$ cat src/rtl/iambic_morse_keyer_macros.svh
// ---------------------------------------------------------------------------
// Iambic keyer assertion macros
// Concurrent assertion wrappers shared by the keyer RTL files.
// ---------------------------------------------------------------------------
`ifndef IAMBIC_MORSE_KEYER_MACROS_SVH
`define IAMBIC_MORSE_KEYER_MACROS_SVH

`ifndef ASSERT_OFF
// check a property on every clock edge outside reset
`define IMK_ASSERT(lbl, clk, rstn, prop, msg) \
  lbl: assert property (@(posedge clk) disable iff (!rstn) (prop)) else $error(msg);
// check that a condition implies another condition in the next cycle
`define IMK_ASSERT_NEXT(lbl, clk, rstn, pre, post, msg) \
  lbl: assert property (@(posedge clk) disable iff (!rstn) (pre) |=> (post)) else $error(msg);
`else
`define IMK_ASSERT(lbl, clk, rstn, prop, msg)
`define IMK_ASSERT_NEXT(lbl, clk, rstn, pre, post, msg)
`endif

`endif

$ cat src/rtl/imk_pkg.sv
// ---------------------------------------------------------------------------
// Iambic keyer package
// Shared types, codes and timing limits for the keyer.
// ---------------------------------------------------------------------------
`default_nettype none

package imk_pkg;

  // key modes, written through configuration register 0
  typedef enum logic [1:0] {
    MODE_STRAIGHT = 2'd0,
    MODE_IAMBIC_A = 2'd1,
    MODE_IAMBIC_B = 2'd2,
    MODE_PASS     = 2'd3
  } imk_mode_t;

  // configuration register indexes
  localparam logic CFG_KEY_MODE    = 1'b0;
  localparam logic CFG_SPEED_INDEX = 1'b1;

  // element state, one-hot
  typedef enum logic [2:0] {
    ST_IDLE = 3'b001,
    ST_DIT  = 3'b010,
    ST_DAH  = 3'b100
  } imk_elem_t;

  // line levels: bit0 dit, bit1 dah, bit2 tone
  localparam logic [2:0] LVL_OFF    = 3'b000;
  localparam logic [2:0] LVL_DIT_ON = 3'b101;
  localparam logic [2:0] LVL_DAH_ON = 3'b110;

  // dit lengths in ms
  localparam logic [8:0] DIT_SLOW   = 9'd120;
  localparam logic [8:0] DIT_MEDIUM = 9'd80;
  localparam logic [8:0] DIT_FAST   = 9'd60;
  localparam logic [8:0] DIT_TURBO  = 9'd40;

  typedef struct packed {
    logic [31:0] now_ms;
    logic        left_pressed;
    logic        right_pressed;
    logic        paddle_dit_closed;
    logic        paddle_dah_closed;
  } imk_sample_t;

  typedef struct packed {
    imk_elem_t   elem;
    logic        done;
    logic        extra;
    logic [31:0] start;
    logic [2:0]  levels;
  } imk_state_t;

  // time limit of a number of dit units at the given speed
  function automatic logic [8:0] imk_limit(input logic [1:0] spd, input logic [2:0] units);
    logic [8:0]  unit_len;
    logic [11:0] prod;
    case (spd)
      2'd0:    unit_len = DIT_SLOW;
      2'd1:    unit_len = DIT_MEDIUM;
      2'd2:    unit_len = DIT_FAST;
      default: unit_len = DIT_TURBO;
    endcase
    prod = 12'(unit_len) * 12'(units);
    return prod[8:0];
  endfunction

endpackage

`default_nettype wire

$ cat src/rtl/imk_ifs.sv
// ---------------------------------------------------------------------------
// Iambic keyer channel interfaces
// Valid/ready channels for key samples and line levels.
// ---------------------------------------------------------------------------
`default_nettype none

interface imk_in_if;
  logic        valid;
  logic        ready;
  logic [31:0] now_ms;
  logic        left_pressed;
  logic        right_pressed;
  logic        paddle_dit_closed;
  logic        paddle_dah_closed;

  modport source (
    output valid, now_ms, left_pressed, right_pressed,
           paddle_dit_closed, paddle_dah_closed,
    input  ready
  );
  modport sink (
    input  valid, now_ms, left_pressed, right_pressed,
           paddle_dit_closed, paddle_dah_closed,
    output ready
  );
endinterface

interface imk_out_if;
  logic valid;
  logic ready;
  logic dit_line;
  logic dah_line;
  logic tone_on;

  modport source (output valid, dit_line, dah_line, tone_on, input ready);
  modport sink   (input  valid, dit_line, dah_line, tone_on, output ready);
endinterface

`default_nettype wire

$ cat src/rtl/imk_step.sv
// ---------------------------------------------------------------------------
// Iambic keyer step logic
// Next keyer state and line levels for one registered sample.
// ---------------------------------------------------------------------------
`default_nettype none

module imk_step (
  input  imk_pkg::imk_mode_t   key_mode,
  input  logic [1:0]           speed_index,
  input  imk_pkg::imk_sample_t sample,
  input  imk_pkg::imk_state_t  cur,
  output imk_pkg::imk_state_t  nxt
);
  import imk_pkg::*;

  logic        want_dit;
  logic        want_dah;
  logic        any_req;
  imk_elem_t   opp_elem;
  imk_state_t  upd;
  logic [31:0] elapsed;
  logic [8:0]  on_lim;
  logic [8:0]  off_lim;

  assign want_dit = sample.left_pressed  | sample.paddle_dit_closed;
  assign want_dah = sample.right_pressed | sample.paddle_dah_closed;
  assign any_req  = want_dit | want_dah;
  assign opp_elem = (cur.elem == ST_DIT) ? ST_DAH : ST_DIT;

  // element transitions
  always_comb begin
    upd = cur;
    if (any_req && cur.elem == ST_IDLE) begin
      upd.elem  = want_dit ? ST_DIT : ST_DAH;
      upd.start = sample.now_ms;
    end else if (want_dit && want_dah) begin
      if (cur.done) begin
        upd.extra = cur.extra | (key_mode == MODE_IAMBIC_B);
        upd.elem  = opp_elem;
        upd.start = sample.now_ms;
        upd.done  = 1'b0;
      end
    end else if (!any_req && cur.elem != ST_IDLE && cur.done) begin
      if (cur.extra) begin
        upd.extra = 1'b0;
        upd.elem  = opp_elem;
        upd.start = sample.now_ms;
        upd.done  = 1'b0;
      end else begin
        upd.elem   = ST_IDLE;
        upd.done   = 1'b0;
        upd.start  = '0;
        upd.levels = LVL_OFF;
      end
    end
  end

  assign elapsed = sample.now_ms - upd.start;
  assign on_lim  = imk_limit(speed_index, (upd.elem == ST_DAH) ? 3'd3 : 3'd1);
  assign off_lim = imk_limit(speed_index, (upd.elem == ST_DAH) ? 3'd4 : 3'd2);

  always_comb begin
    nxt = cur;
    case (key_mode)
      MODE_STRAIGHT: nxt.levels = any_req ? LVL_DIT_ON : LVL_OFF;
      MODE_PASS:     nxt.levels = {1'b0, sample.paddle_dah_closed, sample.paddle_dit_closed};
      default: begin
        nxt = upd;
        if (upd.elem != ST_IDLE) begin
          if (elapsed < {23'd0, on_lim}) begin
            nxt.levels = (upd.elem == ST_DAH) ? LVL_DAH_ON : LVL_DIT_ON;
            nxt.done   = 1'b0;
          end else if (elapsed < {23'd0, off_lim}) begin
            nxt.levels = LVL_OFF;
            nxt.done   = 1'b0;
          end else begin
            // element over: restart the clock for a repeat
            nxt.start  = sample.now_ms;
            nxt.levels = LVL_OFF;
            nxt.done   = 1'b1;
          end
        end
      end
    endcase
  end

endmodule

`default_nettype wire

$ cat src/rtl/iambic_morse_keyer.sv
// ---------------------------------------------------------------------------
// Iambic Morse keyer
// Straight, passthrough and iambic A/B keying of timestamped key samples.
// ---------------------------------------------------------------------------
// Each transaction on in_ch is one sample of the two touch buttons and the
// two paddle contacts with its millisecond timestamp; each produces exactly
// one transaction on out_ch with the dit line, dah line and sidetone levels.
// A sample is captured in an input register, runs through the step logic
// (which also updates the element state, flags, element start time and
// held line levels) and moves into the result register when that register is
// empty or being drained; one sample is taken every clock while out_ch
// keeps up. The result register parts the two sides: a new sample is taken
// while a finished result still waits, as long as the input register is
// empty. Element timing compares the wrapped 32-bit elapsed time against
// 1, 2, 3 or 4 dit lengths of 120, 80, 60 or 40 ms. Write key_mode (index 0)
// and speed_index (index 1) through the cfg port only while no transaction
// is in flight; the iambic state is kept across mode changes.
// ---------------------------------------------------------------------------
`default_nettype none
`include "iambic_morse_keyer_macros.svh"

module iambic_morse_keyer (
  input  logic       clk,
  input  logic       rst_n,
  imk_in_if.sink     in_ch,
  imk_out_if.source  out_ch,
  input  logic       cfg_we,
  input  logic       cfg_index,
  input  logic [1:0] cfg_wdata
);
  import imk_pkg::*;

  // configuration
  imk_mode_t   key_mode_r;
  logic [1:0]  speed_index_r;

  // input stage
  logic        s1_v_r, s1_v_nxt;
  imk_sample_t s1_smp_r;

  // keyer state
  imk_state_t  state_r;
  imk_state_t  state_nxt;

  // result stage
  logic        out_v_r, out_v_nxt;
  logic [2:0]  out_lvl_r;

  logic        in_fire;
  logic        adv;

  // advance the result register whenever it is empty or being drained
  assign adv          = !out_v_r || out_ch.ready;
  assign in_ch.ready  = !s1_v_r || adv;
  assign in_fire      = in_ch.valid && in_ch.ready;

  always_comb begin
    s1_v_nxt = s1_v_r;
    if (in_fire) begin
      s1_v_nxt = 1'b1;
    end else if (adv) begin
      s1_v_nxt = 1'b0;
    end
  end

  assign out_v_nxt = adv ? s1_v_r : out_v_r;

  imk_step u_step (
    .key_mode    (key_mode_r),
    .speed_index (speed_index_r),
    .sample      (s1_smp_r),
    .cur         (state_r),
    .nxt         (state_nxt)
  );

  // configuration writes
  always_ff @(posedge clk) begin
    if (!rst_n) begin
      key_mode_r    <= MODE_STRAIGHT;
      speed_index_r <= 2'd0;
    end else if (cfg_we) begin
      case (cfg_index)
        CFG_KEY_MODE:    key_mode_r    <= imk_mode_t'(cfg_wdata);
        CFG_SPEED_INDEX: speed_index_r <= cfg_wdata;
        default:         key_mode_r    <= key_mode_r;
      endcase
    end
  end

  // control and keyer state
  always_ff @(posedge clk) begin
    if (!rst_n) begin
      s1_v_r  <= 1'b0;
      out_v_r <= 1'b0;
      state_r <= '{elem: ST_IDLE, done: 1'b0, extra: 1'b0, start: 32'd0, levels: LVL_OFF};
    end else begin
      s1_v_r  <= s1_v_nxt;
      out_v_r <= out_v_nxt;
      // commit the step only when its result moves into the result register
      if (adv && s1_v_r) begin
        state_r <= state_nxt;
      end
    end
  end

  // payload registers
  always_ff @(posedge clk) begin
    if (in_fire) begin
      s1_smp_r <= '{now_ms:            in_ch.now_ms,
                    left_pressed:      in_ch.left_pressed,
                    right_pressed:     in_ch.right_pressed,
                    paddle_dit_closed: in_ch.paddle_dit_closed,
                    paddle_dah_closed: in_ch.paddle_dah_closed};
    end
    if (adv && s1_v_r) begin
      out_lvl_r <= state_nxt.levels;
    end
  end

  assign out_ch.valid    = out_v_r;
  assign out_ch.dit_line = out_lvl_r[0];
  assign out_ch.dah_line = out_lvl_r[1];
  assign out_ch.tone_on  = out_lvl_r[2];

  // idle always carries a clear done flag and a zero start time
  `IMK_ASSERT(a_idle_clean, clk, rst_n, (state_r.elem != ST_IDLE) || (!state_r.done && state_r.start == 32'd0), "idle state with stale done flag or start time")
  // a pending extra element only exists while an element runs
  `IMK_ASSERT(a_extra_busy, clk, rst_n, !state_r.extra || (state_r.elem != ST_IDLE), "extra element pending while idle")
  // a sample that advances always yields a result
  `IMK_ASSERT_NEXT(a_adv_result, clk, rst_n, adv && s1_v_r, out_v_r, "advanced sample produced no result")
  // an empty result register never blocks the input
  `IMK_ASSERT(a_no_false_stall, clk, rst_n, out_v_r || in_ch.ready, "input stalled with empty result register")

endmodule

`default_nettype wire
$ cat src/flat_wrapper.sv
// flat-port wrapper written by rule: the top's interface ports become plain ports
module iambic_morse_keyer_flat import imk_pkg::*;
  (clk, rst_n, cfg_we, cfg_index, cfg_wdata, in_ch_valid, in_ch_now_ms, in_ch_left_pressed, in_ch_right_pressed, in_ch_paddle_dit_closed, in_ch_paddle_dah_closed, in_ch_ready, out_ch_valid, out_ch_dit_line, out_ch_dah_line, out_ch_tone_on, out_ch_ready);
  imk_in_if in_ch_i ();
  imk_out_if out_ch_i ();
  input  logic clk;
  input  logic rst_n;
  input  logic cfg_we;
  input  logic cfg_index;
  input  logic [1:0] cfg_wdata;
  input wire logic [$bits(in_ch_i.valid)-1:0] in_ch_valid;
  input wire logic [$bits(in_ch_i.now_ms)-1:0] in_ch_now_ms;
  input wire logic [$bits(in_ch_i.left_pressed)-1:0] in_ch_left_pressed;
  input wire logic [$bits(in_ch_i.right_pressed)-1:0] in_ch_right_pressed;
  input wire logic [$bits(in_ch_i.paddle_dit_closed)-1:0] in_ch_paddle_dit_closed;
  input wire logic [$bits(in_ch_i.paddle_dah_closed)-1:0] in_ch_paddle_dah_closed;
  output wire logic [$bits(in_ch_i.ready)-1:0] in_ch_ready;
  output wire logic [$bits(out_ch_i.valid)-1:0] out_ch_valid;
  output wire logic [$bits(out_ch_i.dit_line)-1:0] out_ch_dit_line;
  output wire logic [$bits(out_ch_i.dah_line)-1:0] out_ch_dah_line;
  output wire logic [$bits(out_ch_i.tone_on)-1:0] out_ch_tone_on;
  input wire logic [$bits(out_ch_i.ready)-1:0] out_ch_ready;
  assign in_ch_i.valid = in_ch_valid;
  assign in_ch_i.now_ms = in_ch_now_ms;
  assign in_ch_i.left_pressed = in_ch_left_pressed;
  assign in_ch_i.right_pressed = in_ch_right_pressed;
  assign in_ch_i.paddle_dit_closed = in_ch_paddle_dit_closed;
  assign in_ch_i.paddle_dah_closed = in_ch_paddle_dah_closed;
  assign in_ch_ready = in_ch_i.ready;
  assign out_ch_valid = out_ch_i.valid;
  assign out_ch_dit_line = out_ch_i.dit_line;
  assign out_ch_dah_line = out_ch_i.dah_line;
  assign out_ch_tone_on = out_ch_i.tone_on;
  assign out_ch_i.ready = out_ch_ready;
  iambic_morse_keyer u_core (.clk(clk), .rst_n(rst_n), .in_ch(in_ch_i), .out_ch(out_ch_i), .cfg_we(cfg_we), .cfg_index(cfg_index), .cfg_wdata(cfg_wdata));
endmodule
$ cat config.mk
export PLATFORM = sky130hd
export DESIGN_NAME = iambic_morse_keyer_flat
export DESIGN_NICKNAME = d
export VERILOG_FILES = /design/src/rtl/imk_pkg.sv /design/src/rtl/imk_ifs.sv /design/src/rtl/imk_step.sv /design/src/rtl/iambic_morse_keyer.sv /design/src/flat_wrapper.sv
export VERILOG_INCLUDE_DIRS = /design/src /design/src/rtl
export SDC_FILE = /design/constraint.sdc
export NUM_CORES = 1
export LEC_CHECK = 0
export BUFFER_PORTS_ARGS = -buffer_cell sky130_fd_sc_hd__buf_2
export CORE_MARGIN = 4
export CORE_UTILIZATION = 50
export DETAILED_ROUTE_END_ITERATION = 10
export GPL_TIMING_DRIVEN = 0
export PLACE_DENSITY = 0.71
export SYNTH_ARGS = -nofsm -noshare
export SYNTH_HDL_FRONTEND = slang
export SYNTH_SLANG_ARGS = --single-unit
$ cat constraint.sdc
create_clock -name clk -period 5.3 [get_ports clk]
set_input_delay 1.06 -clock clk [delete_from_list [all_inputs] [get_ports clk]]
set_output_delay 1.06 -clock clk [all_outputs]
set_load 0.02 [all_outputs]
==> reports/metrics.yaml, run 1 <==
diodes: 0
grt.total_usage: 0.301
cp.arrival_ps: 5800
cts_tree: "yes"
worst_pin_slew_ps: 989
hpwlAfterDp_mm: 15.9
gr-usage-met1: 0.401
layout-drive-gt1-share: 0.243
async_flop_share: 0
syn_avg_cell_area_sq_um: 8.47
clock-sinks: 85
grt_use_met3: 0.0438
p_total_uw: 2270
period_share: 1.05
reg2reg_from: "u_core.s1_smp_r[1]$_DFFE_PP_"
grt_pass1_wl_mm: 34.8
clk_pin_slew_ps: 70
cp-start-kind: "register"
ys_warn_count: 0
antenna_found_initial: 0
reg2reg_depth: 24
status: "finished, violations left"
num_vias: 6952
ys_ff_latch: 85
wl_mm: 23.1
hold_path_depth: 2
pwr-share-comb: 0.394
tns_ps: -6520
hold_buffers: 0
cts-htree-levels: 3
synth-edff-count: 39
criticalPathCategory: "register to register"
endpoint_kind: "register"
powerDensity_nw_per_um2: 275
worstHoldStart: "u_core.state_r[3]$_SDFFE_PN0P_"
finalCriticalPeriod_ps: 5550
grt_setup_unrepaired: "yes"
hold_class: "register to register"
slew_headroom: 0.340
syn_nets: 865
synth_ff_type: "dfxtp_1"
cts_root_buffer: "clkbuf_16"
setup_slack_ps: -251
portBuffers: 47
grt-ovfl-total: 0
skew_ps: 9.34
top_usage_layer: "met2"
grt_pass1_vias: 6576
die_x_um: 122
reg2reg_slack_ps: -250
drtAntennaViolNets: 0
syn_inst: 770
crit_required_ps: 5550
synth_area_leaders: "edfxtp_1, dfxtp_1, ha_1"
start_util: 0.515
numCtsBuffers: 9
grt_max_degree: 37
syn2layout_area_growth_pct: 26.3
gp_congestion: 0.921
met2_usage: 0.487
die_h_um: 122
violations: "setup timing"
insertion_delay_ps: 360
drv_slew: 0
synth_top_cell_by_area: "edfxtp_1"
clockBufferDepth: 2
ioPinCount: 49
seq_area_frac_synth: 0.321
p_sw_uw: 853
ir_drop_mv: 0.226
floorplan.rows: 41
vias_per_cell: 6.73
dr.pass1.iters: 5
drtIter0Drc: 653
power.internal_uw: 1420
drv_cap: 0
max_clock_freq_ghz: 0.180
setup_viol: 33
swShare: 0.376
hold_end: "u_core.state_r[3]$_SDFFE_PN0P_"
p_leak_uw: 0.00315
worst-path-max-fanout: 10
syn-cell-area_sq_um: 6520
core-area_sq_um: 12700
synth.distinct_cells: 68
nets: 951
hold_violations: 0
r2r-end: "u_core.state_r[12]$_SDFFE_PN0P_"
p_seq_frac: 0.328
synth_top_area_frac: 0.180
drc: 0
wl_per_cell_um: 22.4
fill_cells: 1091
pwr-share-clk: 0.278
dieArea_sq_um: 14900
cells in the mapped netlist, types with 6 or more instances:
library cell  count
or3_1             7
a31oi_1          10
xnor2_1          15
nor3_1            9
a21o_1            9
and2_1            9
ha_1             51
xor2_1            9
o31ai_1           6
dfxtp_1          46
nand3_1          42
a21boi_0          6
o2111ai_1         6
nand2_1          63
a22oi_1          30
o21ai_0          49
nor2_1           39
clkbuf_1         36
a21oi_1          63
o311ai_1         28
o21a_1           16
nand4_1          46
edfxtp_1         39
buf_1             6
and3_1            6
nor2b_1          11
nand2b_1         14
inv_1            17
how the worst max path moves through the flow:
stage               slack [ps]  depth (start not counted)                              end                       startpoint
finish                    -250                         24  u_core.state_r[12]$_SDFFE_PN0P_     u_core.s1_smp_r[1]$_DFFE_PP_
global route              -420                         24  u_core.state_r[12]$_SDFFE_PN0P_     u_core.s1_smp_r[1]$_DFFE_PP_
CTS                       -140                         26  u_core.state_r[20]$_SDFFE_PN0P_  u_core.state_r[38]$_SDFFE_PN0P_
detailed placement       -1150                         22  u_core.state_r[17]$_SDFFE_PN0P_     u_core.s1_smp_r[3]$_DFFE_PP_
global placement         -1370                         19  u_core.state_r[32]$_SDFFE_PN0P_     u_core.s1_smp_r[0]$_DFFE_PP_
floorplan                    3                         25  u_core.state_r[11]$_SDFFE_PN0P_     u_core.s1_smp_r[3]$_DFFE_PP_
cell families (layout without fill, tap and decap cells):
logic type	after synthesis	in the layout	share of synthesized area
AO/OA/AOI/OAI	270	270	0.281
XOR/XNOR	24	24	0.0322
adder cells (fa/ha/maj)	51	51	0.0978
buffers and inverters	68	159	0.0457
flip-flops	85	85	0.321
multiplexers	5	5	0.00787
other	1	1	0.000575
AND/OR/NAND/NOR	266	266	0.214
power by group through the flow:
| stage | logic, uW | clock network (uW) | registers [uW] |
|---|---|---|---|
| after floorplan | 527 | 0 | 751 |
| after global placement | 718 | 0 | 754 |
| after detailed placement | 730 | 0 | 755 |
| after CTS | 831 | 637 | 742 |
| after global routing | 964 | 664 | 746 |
| final | 894 | 631 | 744 |
worst max-delay path, cell delays in order, from the launching register on:
cell,delay [ps]
edfxtp_1,450
nor4_4,360
buf_4,190
o21ai_4,80
a21o_4,260
buf_8,150
a22oi_2,200
ha_1,290
a21o_1,190
or2_4,240
or4_4,430
a211o_4,370
nand2_4,100
xnor2_4,130
ha_1,260
nor2b_1,130
o21ai_1,120
nand2b_1,80
a21oi_2,190
nor2_2,80
or3_1,310
o21a_2,240
buf_12,160
buf_6,160
o311ai_1,300
sequential cells by signal, summed over array words and instances, names as in the netlist:
signal and flops:
u_core.key_mode_r 2, u_core.out_ch.valid 1, u_core.out_lvl_r 3, u_core.s1_smp_r 36
u_core.s1_v_r 1, u_core.speed_index_r 2, u_core.state_r 40
cells in the final DEF, fill, tap and decap left out, types with 15 or more instances in the layout:
cell / n
inv_1: 17
dfxtp_1: 43
o311ai_2: 15
a22oi_1: 17
o21ai_0: 46
a21oi_1: 54
nor2_1: 36
buf_4: 31
buf_2: 47
nand3_1: 42
nand2_1: 61
edfxtp_1: 39
nand4_1: 46
o21a_1: 15
ha_1: 39
clkbuf_1: 24
metal layers:
metal  vias up  routed length [um]  share of wire
li1       3170                   -              -
met5         -                   0              0
met3        66                1730          0.075
met4         0                 784          0.034
met1      3358                9740           0.42
met2       358               10900           0.47
area by class of cell:
| type | instances | area [sq um] | share of cell area |
|---|---|---|---|
| Inverter | 17 | 63.8 | 0.00774 |
| Sequential cell | 85 | 2100 | 0.255 |
| Tap cell | 172 | 215 | 0.0261 |
| Clock buffer | 10 | 239 | 0.0290 |
| Timing Repair Buffer | 83 | 603 | 0.0732 |
| Buffer | 43 | 287 | 0.0348 |
| Clock inverter | 6 | 51.3 | 0.00623 |
| Multi-Input combinational cell | 617 | 4680 | 0.568 |
repair_timing:
| item | CTS | global route |
|---|---|---|
| gates cloned | 1 | 4 |
| pin swaps | 18 | 28 |
| gates resized for setup | 85 | 47 |
| setup endpoints to repair | 39 | 39 |
| setup buffers | 28 | 2 |
metrics by stage:
| stage | instances | worst slack (ps) | hold slack, ps | instance area [sq um] | utilization |
|---|---|---|---|---|---|
| 2_1_floorplan | 770 | 2.63 | 429 | 6550 | - |
| 3_3_place_gp | 989 | -1370 | 439 | 7000 | 0.552 |
| 3_5_place_dp | 990 | -1150 | 448 | 7010 | 0.553 |
| 4_1_cts | 1029 | -139 | 460 | 7900 | 0.623 |
| 5_1_grt | 1033 | -419 | 492 | 8240 | 0.650 |
| 6_report | 1033 | -251 | 458 | 8240 | 0.650 |
No activity file was read; power rests on OpenSTA's default activity.
==> inputs of run 2 (changes only) <==
--- a/config.mk
+++ b/config.mk
@@ -12,6 +12,7 @@
 export DETAILED_ROUTE_END_ITERATION = 10
 export GPL_TIMING_DRIVEN = 0
 export PLACE_DENSITY = 0.71
+export RECOVER_POWER = 100
 export SYNTH_ARGS = -nofsm -noshare
 export SYNTH_HDL_FRONTEND = slang
 export SYNTH_SLANG_ARGS = --single-unit
==> run 2 against run 1 <==
- the flow finishes with violations (capacitance limit, slew limit, setup timing)
- sequential power barely moved
- critical endpoint unchanged
- highest routed layer unchanged
- worst setup slack improved by 16 ps
- fmax rose by 0.29%
- critical path type unchanged
==> reports/metrics.yaml, run 2 (synthesis gave the netlist of run 1 again) <==
status: "finished, violations left"
violations: "capacitance limit, slew limit, setup timing"
hold_buffers: 0  # unchanged
antenna_found_initial: 0  # unchanged
critPathMaxStageDelay_ps: 430  # -20 ps
powerDensity_nw_per_um2: 276  # about the same
wl_per_cell_um: 22.4  # about the same
wl_mm: 23.2  # about the same
p_leak_uw: 0.00313  # -0.55%
r2r-end: "u_core.state_r[12]$_SDFFE_PN0P_"
cts-htree-levels: 3  # unchanged
swShare: 0.375  # about the same
pwr-share-comb: 0.393  # about the same
ioPinCount: 49  # unchanged
hold_violations: 0  # unchanged
dieArea_sq_um: 14900  # unchanged
portBuffers: 47  # unchanged
diodes: 0  # unchanged
gp_congestion: 0.921  # unchanged
largest_register_ff_count: 40  # unchanged
num_vias: 6955  # +0.043%
grt-ovfl-total: 0  # unchanged
grt_setup_unrepaired: "yes"
clock-sinks: 85  # unchanged
vias_per_cell: 6.73  # about the same
period_share: 1.04  # -0.00305
worst-path-max-fanout: 10  # unchanged
hold_class: "register to register"
drtIter0Drc: 647  # -0.92%
reg2reg_depth: 24  # unchanged
endpoint_kind: "register"
largest_register: "u_core.state_r"
fill_cells: 1094  # +0.27%
syn2layout_area_growth_pct: 26.2  # about the same
die_h_um: 122  # unchanged
p_sw_uw: 852  # -0.11%
ir_drop_mv: 0.227  # +0.24%
skew_ps: 8.45  # -0.883 ps
setup_slack_ps: -235  # +16.2 ps
floorplan.rows: 41  # unchanged
placed_cell_area_sq_um: 7010  # unchanged
layout-drive-gt1-share: 0.236  # -0.00697
grt.total_usage: 0.301  # unchanged
die_x_um: 122  # unchanged
hpwlAfterDp_mm: 15.9  # unchanged
finalCriticalPeriod_ps: 5530  # -16.2 ps
numCtsBuffers: 9  # unchanged
reg2reg_slack_ps: -230  # +20 ps
cp_cell_sequence: "or3b_4 > and3_1 > buf_6 > a21o_4 > buf_8 > a22oi_2 > ha_1 > a21o_1 > or2_4 > or4_4 > a211o_4 > nand2_4 > xnor2_4 > ha_1 > o21a_1 > o21ai_1 > nand2b_1 > a21oi_2 > nor2_2 > or3_1 > o21a_2 > buf_12 > buf_6 > o311ai_1"
drc: 0  # unchanged
reg2reg_from: "u_core.state_r[37]$_SDFFE_PN1P_"
clockBufferDepth: 2  # unchanged
final_common_cell: "nand2_1"
worst_pin_slew_ps: 2720  # +1730 ps
pwr-share-clk: 0.279  # about the same
drv_slew: 37  # +37
grt_pass1_wl_mm: 34.8  # unchanged
start_util: 0.515  # unchanged
final_area_sq_um: 8230  # about the same
power.internal_uw: 1420  # about the same
drtAntennaViolNets: 0  # unchanged
criticalPathCategory: "register to register"
place_inst: 990  # unchanged
tns_ps: -5700  # +826 ps
crit_buf_inv: 4  # unchanged
p_seq_frac: 0.329  # about the same
clk_pin_slew_ps: 70  # about the same
layout_common_cells: "nand2_1, a21oi_1, o21ai_0, nand4_1, dfxtp_1"
pre_cts_ws_ps: -1150  # unchanged
hold_end: "u_core.state_r[3]$_SDFFE_PN0P_"
cts_root_buffer: "clkbuf_16"
slew_headroom: -0.812  # -1.15
final_cells: 1033  # unchanged
grt_max_degree: 37  # unchanged
crit_family: "compound AO/OA/AOI/OAI gates"
hold_path_depth: 2  # unchanged
slowest_stage: "or4_4"
setup_viol: 33  # unchanged
reg_top3: "u_core.state_r: 40 flops, u_core.s1_smp_r: 36 flops, u_core.out_lvl_r: 3 flops"
dr.pass1.iters: 7  # +2
nets: 951  # unchanged
worstHoldStart: "u_core.state_r[3]$_SDFFE_PN0P_"
insertion_delay_ps: 360  # about the same
core-area_sq_um: 12700  # unchanged
drv_cap: 1  # +1
cts_tree: "yes"
cp.arrival_ps: 5780  # -20 ps
max_clock_freq_ghz: 0.181  # +0.29%
cp-start-kind: "register"
grt_pass1_vias: 6576  # unchanged
crit_required_ps: 5550  # about the same
run 2: final cells by class:
type | count | area (sq um) | share of cell area
flip-flops and latches | 85 | 2100 | 0.255
clock inverters | 6 | 51.3 | 0.00623
clock buffers | 10 | 239 | 0.0290
well taps | 172 | 215 | 0.0261
inverters | 17 | 63.8 | 0.00775
repair buffers | 83 | 597 | 0.0725
multi-input cells | 617 | 4680 | 0.569
plain buffers | 43 | 287 | 0.0348
run 2: per-layer routing:
| metal | global-route usage | up-vias | part of all wire |
|---|---|---|---|
| li1 | - | 3170 | - |
| met1 | 0.401 | 3374 | 0.42 |
| met2 | 0.487 | 350 | 0.47 |
| met3 | 0.0438 | 61 | 0.071 |
| met4 | 0.129 | 0 | 0.032 |
| met5 | 0 | - | 0 |
run 2: what timing repair did:
item / CTS / global route
gates resized for setup: 85 / 47
setup endpoints to repair: 39 / 39
setup buffers: 28 / 2
pin swaps: 18 / 28
cloned: 1 / 4
run 2: how the worst max path moves through the flow:
| stage | startpoint | end | slack, ps | cells after the start |
|---|---|---|---|---|
| floorplan | u_core.s1_smp_r[3]$_DFFE_PP_ | u_core.state_r[11]$_SDFFE_PN0P_ | 3 | 25 |
| global placement | u_core.s1_smp_r[0]$_DFFE_PP_ | u_core.state_r[32]$_SDFFE_PN0P_ | -1370 | 19 |
| detailed placement | u_core.s1_smp_r[3]$_DFFE_PP_ | u_core.state_r[17]$_SDFFE_PN0P_ | -1150 | 22 |
| CTS | u_core.state_r[38]$_SDFFE_PN0P_ | u_core.state_r[20]$_SDFFE_PN0P_ | -140 | 26 |
| global route | u_core.s1_smp_r[1]$_DFFE_PP_ | u_core.state_r[12]$_SDFFE_PN0P_ | -420 | 24 |
| finish | u_core.state_r[37]$_SDFFE_PN1P_ | u_core.state_r[12]$_SDFFE_PN0P_ | -230 | 24 |
run 2: tightest hold or removal path, delay by kind of cell (launching register included):
kind	cells	cell delay [ps]
AO/OA/AOI/OAI	1	50
flip-flops	1	310
AND/OR/NAND/NOR	1	50
run 2: stage by stage:
stage	power [uW]	hold WS (ps)	util
5_1_grt	2370	492	0.650
2_1_floorplan	1280	429	-
3_3_place_gp	1470	439	0.552
4_1_cts	2210	460	0.623
6_report	2270	455	0.650
3_5_place_dp	1490	448	0.553
run 2: power by group through the flow:
stage	combinational [uW]	clock [uW]	sequential [uW]
after floorplan	527	0	751
after global placement	718	0	754
after detailed placement	730	0	755
after CTS	831	637	742
after global routing	963	664	747
final	891	632	745
==> inputs of run 3 (changes only) <==
--- a/config.mk
+++ b/config.mk
@@ -8,10 +8,11 @@
 export LEC_CHECK = 0
 export BUFFER_PORTS_ARGS = -buffer_cell sky130_fd_sc_hd__buf_2
 export CORE_MARGIN = 4
-export CORE_UTILIZATION = 50
+export CORE_UTILIZATION = 55
 export DETAILED_ROUTE_END_ITERATION = 10
 export GPL_TIMING_DRIVEN = 0
-export PLACE_DENSITY = 0.71
+export HOLD_SLACK_MARGIN = 0.05
+export PLACE_DENSITY = 0.77
 export RECOVER_POWER = 100
 export SYNTH_ARGS = -nofsm -noshare
 export SYNTH_HDL_FRONTEND = slang
==> run 3 against run 2 <==
- sequential share of layout area is 0.059 points lower
- worst hold slack better by 12 ps
- fmax is 0.90% lower
- non-clock buffer count is 12 higher
- utilization is 6.8 points higher
- combinational power is 5.2% higher
- the flow still finishes with violations (capacitance limit, slew limit, setup timing)
- flip-flop and latch count stayed put
- clock skew hardly changed
- clock power is 5.7% lower
- routed wire length is 0.70% lower
- final cell count is 1.6% lower
==> reports/metrics.yaml, run 3 (synthesis gave the netlist of run 1 again) <==
cts-htree-levels: 3  # unchanged
wl_per_cell_um: 22.6  # +0.96%
hpwlAfterDp_mm: 15.5  # -2.4%
setup_viol: 36  # +9.1%
drv_cap: 1  # unchanged
dieArea_sq_um: 13700  # -8.5%
gp_congestion: 0.972  # +5.5%
dr.pass1.iters: 6  # -1
clockBufferDepth: 2  # unchanged
crit_required_ps: 5540  # about the same
insertion_delay_ps: 350  # about the same
cp.arrival_ps: 5830  # +50 ps
drtAntennaViolNets: 0  # unchanged
clock-sinks: 85  # unchanged
grt_pass1_vias: 6755  # +2.7%
r2r-end: "u_core.state_r[12]$_SDFFE_PN0P_"
finalCriticalPeriod_ps: 5590  # +50.5 ps
period_share: 1.05  # +0.00953
endpoint_kind: "register"
postLayoutCoreUtil: 0.717  # +0.0676
layout-drive-gt1-share: 0.237  # +0.00134
diodes: 0  # unchanged
critPathMaxStageDelay_ps: 420  # about the same
vias_per_cell: 6.93  # +3.0%
hold_end: "u_core.state_r[3]$_SDFFE_PN0P_"
worstHoldStart: "u_core.state_r[3]$_SDFFE_PN0P_"
cp_cell_sequence: "or3b_1 > buf_6 > and3_4 > a21o_4 > buf_8 > a22oi_2 > ha_1 > a21o_1 > or2_4 > or4_4 > a211o_4 > nand2_4 > xnor2_4 > ha_1 > o21a_1 > o21ai_1 > nand2b_1 > a21oi_2 > nor2_2 > or3_1 > o21a_4 > buf_12 > buf_6 > o311ai_2"
slew_headroom: -0.927  # -0.115
fill_cells: 886  # -19%
numCtsBuffers: 9  # unchanged
largest_register_ff_count: 40  # unchanged
hold_violations: 0  # unchanged
grt.total_usage: 0.327  # +0.0264
ir_drop_mv: 0.216  # -4.5%
portBuffers: 47  # unchanged
final_common_cell: "nand2_1"
worst-path-max-fanout: 10  # unchanged
reg_top3: "u_core.state_r: 40 flops, u_core.s1_smp_r: 36 flops, u_core.out_lvl_r: 3 flops"
die_x_um: 117  # -4.3%
violations: "capacitance limit, slew limit, setup timing"
die_h_um: 117  # -4.3%
cts_root_buffer: "clkbuf_16"
hold_buffers: 0  # unchanged
floorplan.rows: 39  # -4.9%
start_util: 0.566  # +0.0516
grt_max_degree: 37  # unchanged
grt-ovfl-total: 0  # unchanged
setup_slack_ps: -285  # -50.5 ps
max_clock_freq_ghz: 0.179  # -0.90%
nets: 963  # +1.3%
slowest_stage: "or4_4"
skew_ps: 8.80  # +0.346 ps
hold_path_depth: 2  # unchanged
hold_class: "register to register"
grt_pass1_wl_mm: 34.7  # -0.54%
criticalPathCategory: "register to register"
layout_common_cells: "nand2_1, a21oi_1, o21ai_0, nand4_1, buf_2"
reg2reg_slack_ps: -290  # -50 ps
grt_setup_unrepaired: "yes"
wl_mm: 23.0  # -0.70%
antenna_found_initial: 0  # unchanged
cts_tree: "yes"
core-area_sq_um: 11500  # -9.1%
ioPinCount: 49  # unchanged
drtIter0Drc: 735  # +14%
reg2reg_depth: 24  # unchanged
drv_slew: 37  # unchanged
p_total_uw: 2280  # +0.33%
powerDensity_nw_per_um2: 276  # about the same
cp-start-kind: "register"
p_leak_uw: 0.00312  # -0.33%
largest_register: "u_core.state_r"
reg2reg_from: "u_core.state_r[38]$_SDFFE_PN0P_"
num_vias: 7044  # +1.3%
setup.worst_path.start: "u_core.state_r[38]$_SDFFE_PN0P_"
drc: 0  # unchanged
worst_pin_slew_ps: 2890  # +173 ps
syn2layout_area_growth_pct: 26.6
status: "finished, violations left"
clk_pin_slew_ps: 60  # about the same
-- run 3: cell count changes in the layout (fill, tap and decap cells not counted), moves of 3 or more --
cell       previous run  this run
clkbuf_1             29        34
clkbuf_16            13        10
a22oi_2              13         8
buf_16                0         3
buf_4                31        40
a22oi_1              17        22
-- run 3: per-layer routing --
metal	wire length (um)	global-route usage
met1	9690	0.434
met5	0	0
met3	1720	0.0499
met2	10900	0.540
met4	725	0.121
-- run 3: how the worst max path moves through the flow --
stage | endpoint | depth (start not counted)
after floorplan | u_core.state_r[11]$_SDFFE_PN0P_ | 25
after global placement | u_core.state_r[22]$_SDFFE_PN0P_ | 19
after detailed placement | u_core.state_r[21]$_SDFFE_PN0P_ | 22
after CTS | u_core.state_r[11]$_SDFFE_PN0P_ | 26
after global routing | u_core.state_r[10]$_SDFFE_PN0P_ | 27
final | u_core.state_r[12]$_SDFFE_PN0P_ | 24
-- run 3: repair_timing --
action / CTS / global route
pin swaps: 26 / 30
resized for setup: 100 / 32
gates cloned: 4 / 1
endpoints found under the setup margin: 39 / 39
buffers inserted: 27 / 13
-- run 3: area by class of cell --
cell class                 instances  area (sq um)  share of cell area
clock buffer                      10           229              0.0277
multi-input combinational        617          4680               0.566
inverter                          17          63.8             0.00772
clock inverter                     6          46.3             0.00560
timing repair buffer              92           669              0.0810
buffer                            46           295              0.0357
sequential                        85          2100               0.254
tap                              143           179              0.0217
-- run 3: metrics by stage --
| stage | instance area, sq um | std cells | TNS [ps] | hold slack [ps] | worst slack, ps |
|---|---|---|---|---|---|
| detailed placement | 6970 | 960 | -39880 | 459 | -1080 |
| floorplan | 6550 | 770 | 0 | 429 | 2.63 |
| global route | 8260 | 1016 | -14100 | 479 | -462 |
| global placement | 6960 | 960 | -47530 | 440 | -1270 |
| finish | 8260 | 1016 | -7510 | 468 | -285 |
| CTS | 7970 | 1003 | -4900 | 470 | -173 |
-- run 3: critical path: cells and delay by family (launching register included) --
kind,cells,cell delay (ps)
buffers and inverters,4,600
AO/OA/AOI/OAI,9,2000
AND/OR/NAND/NOR,8,1850
flip-flops,1,340
adder cells (fa/ha/maj),2,550
XOR/XNOR,1,120
-- run 3: power breakdown --
part	internal [uW]	leakage (uW)	switching (uW)	total, uW
clock network	321	0.000129	275	596
logic	380	0.00224	557	937
registers	719	0.000754	23.9	743
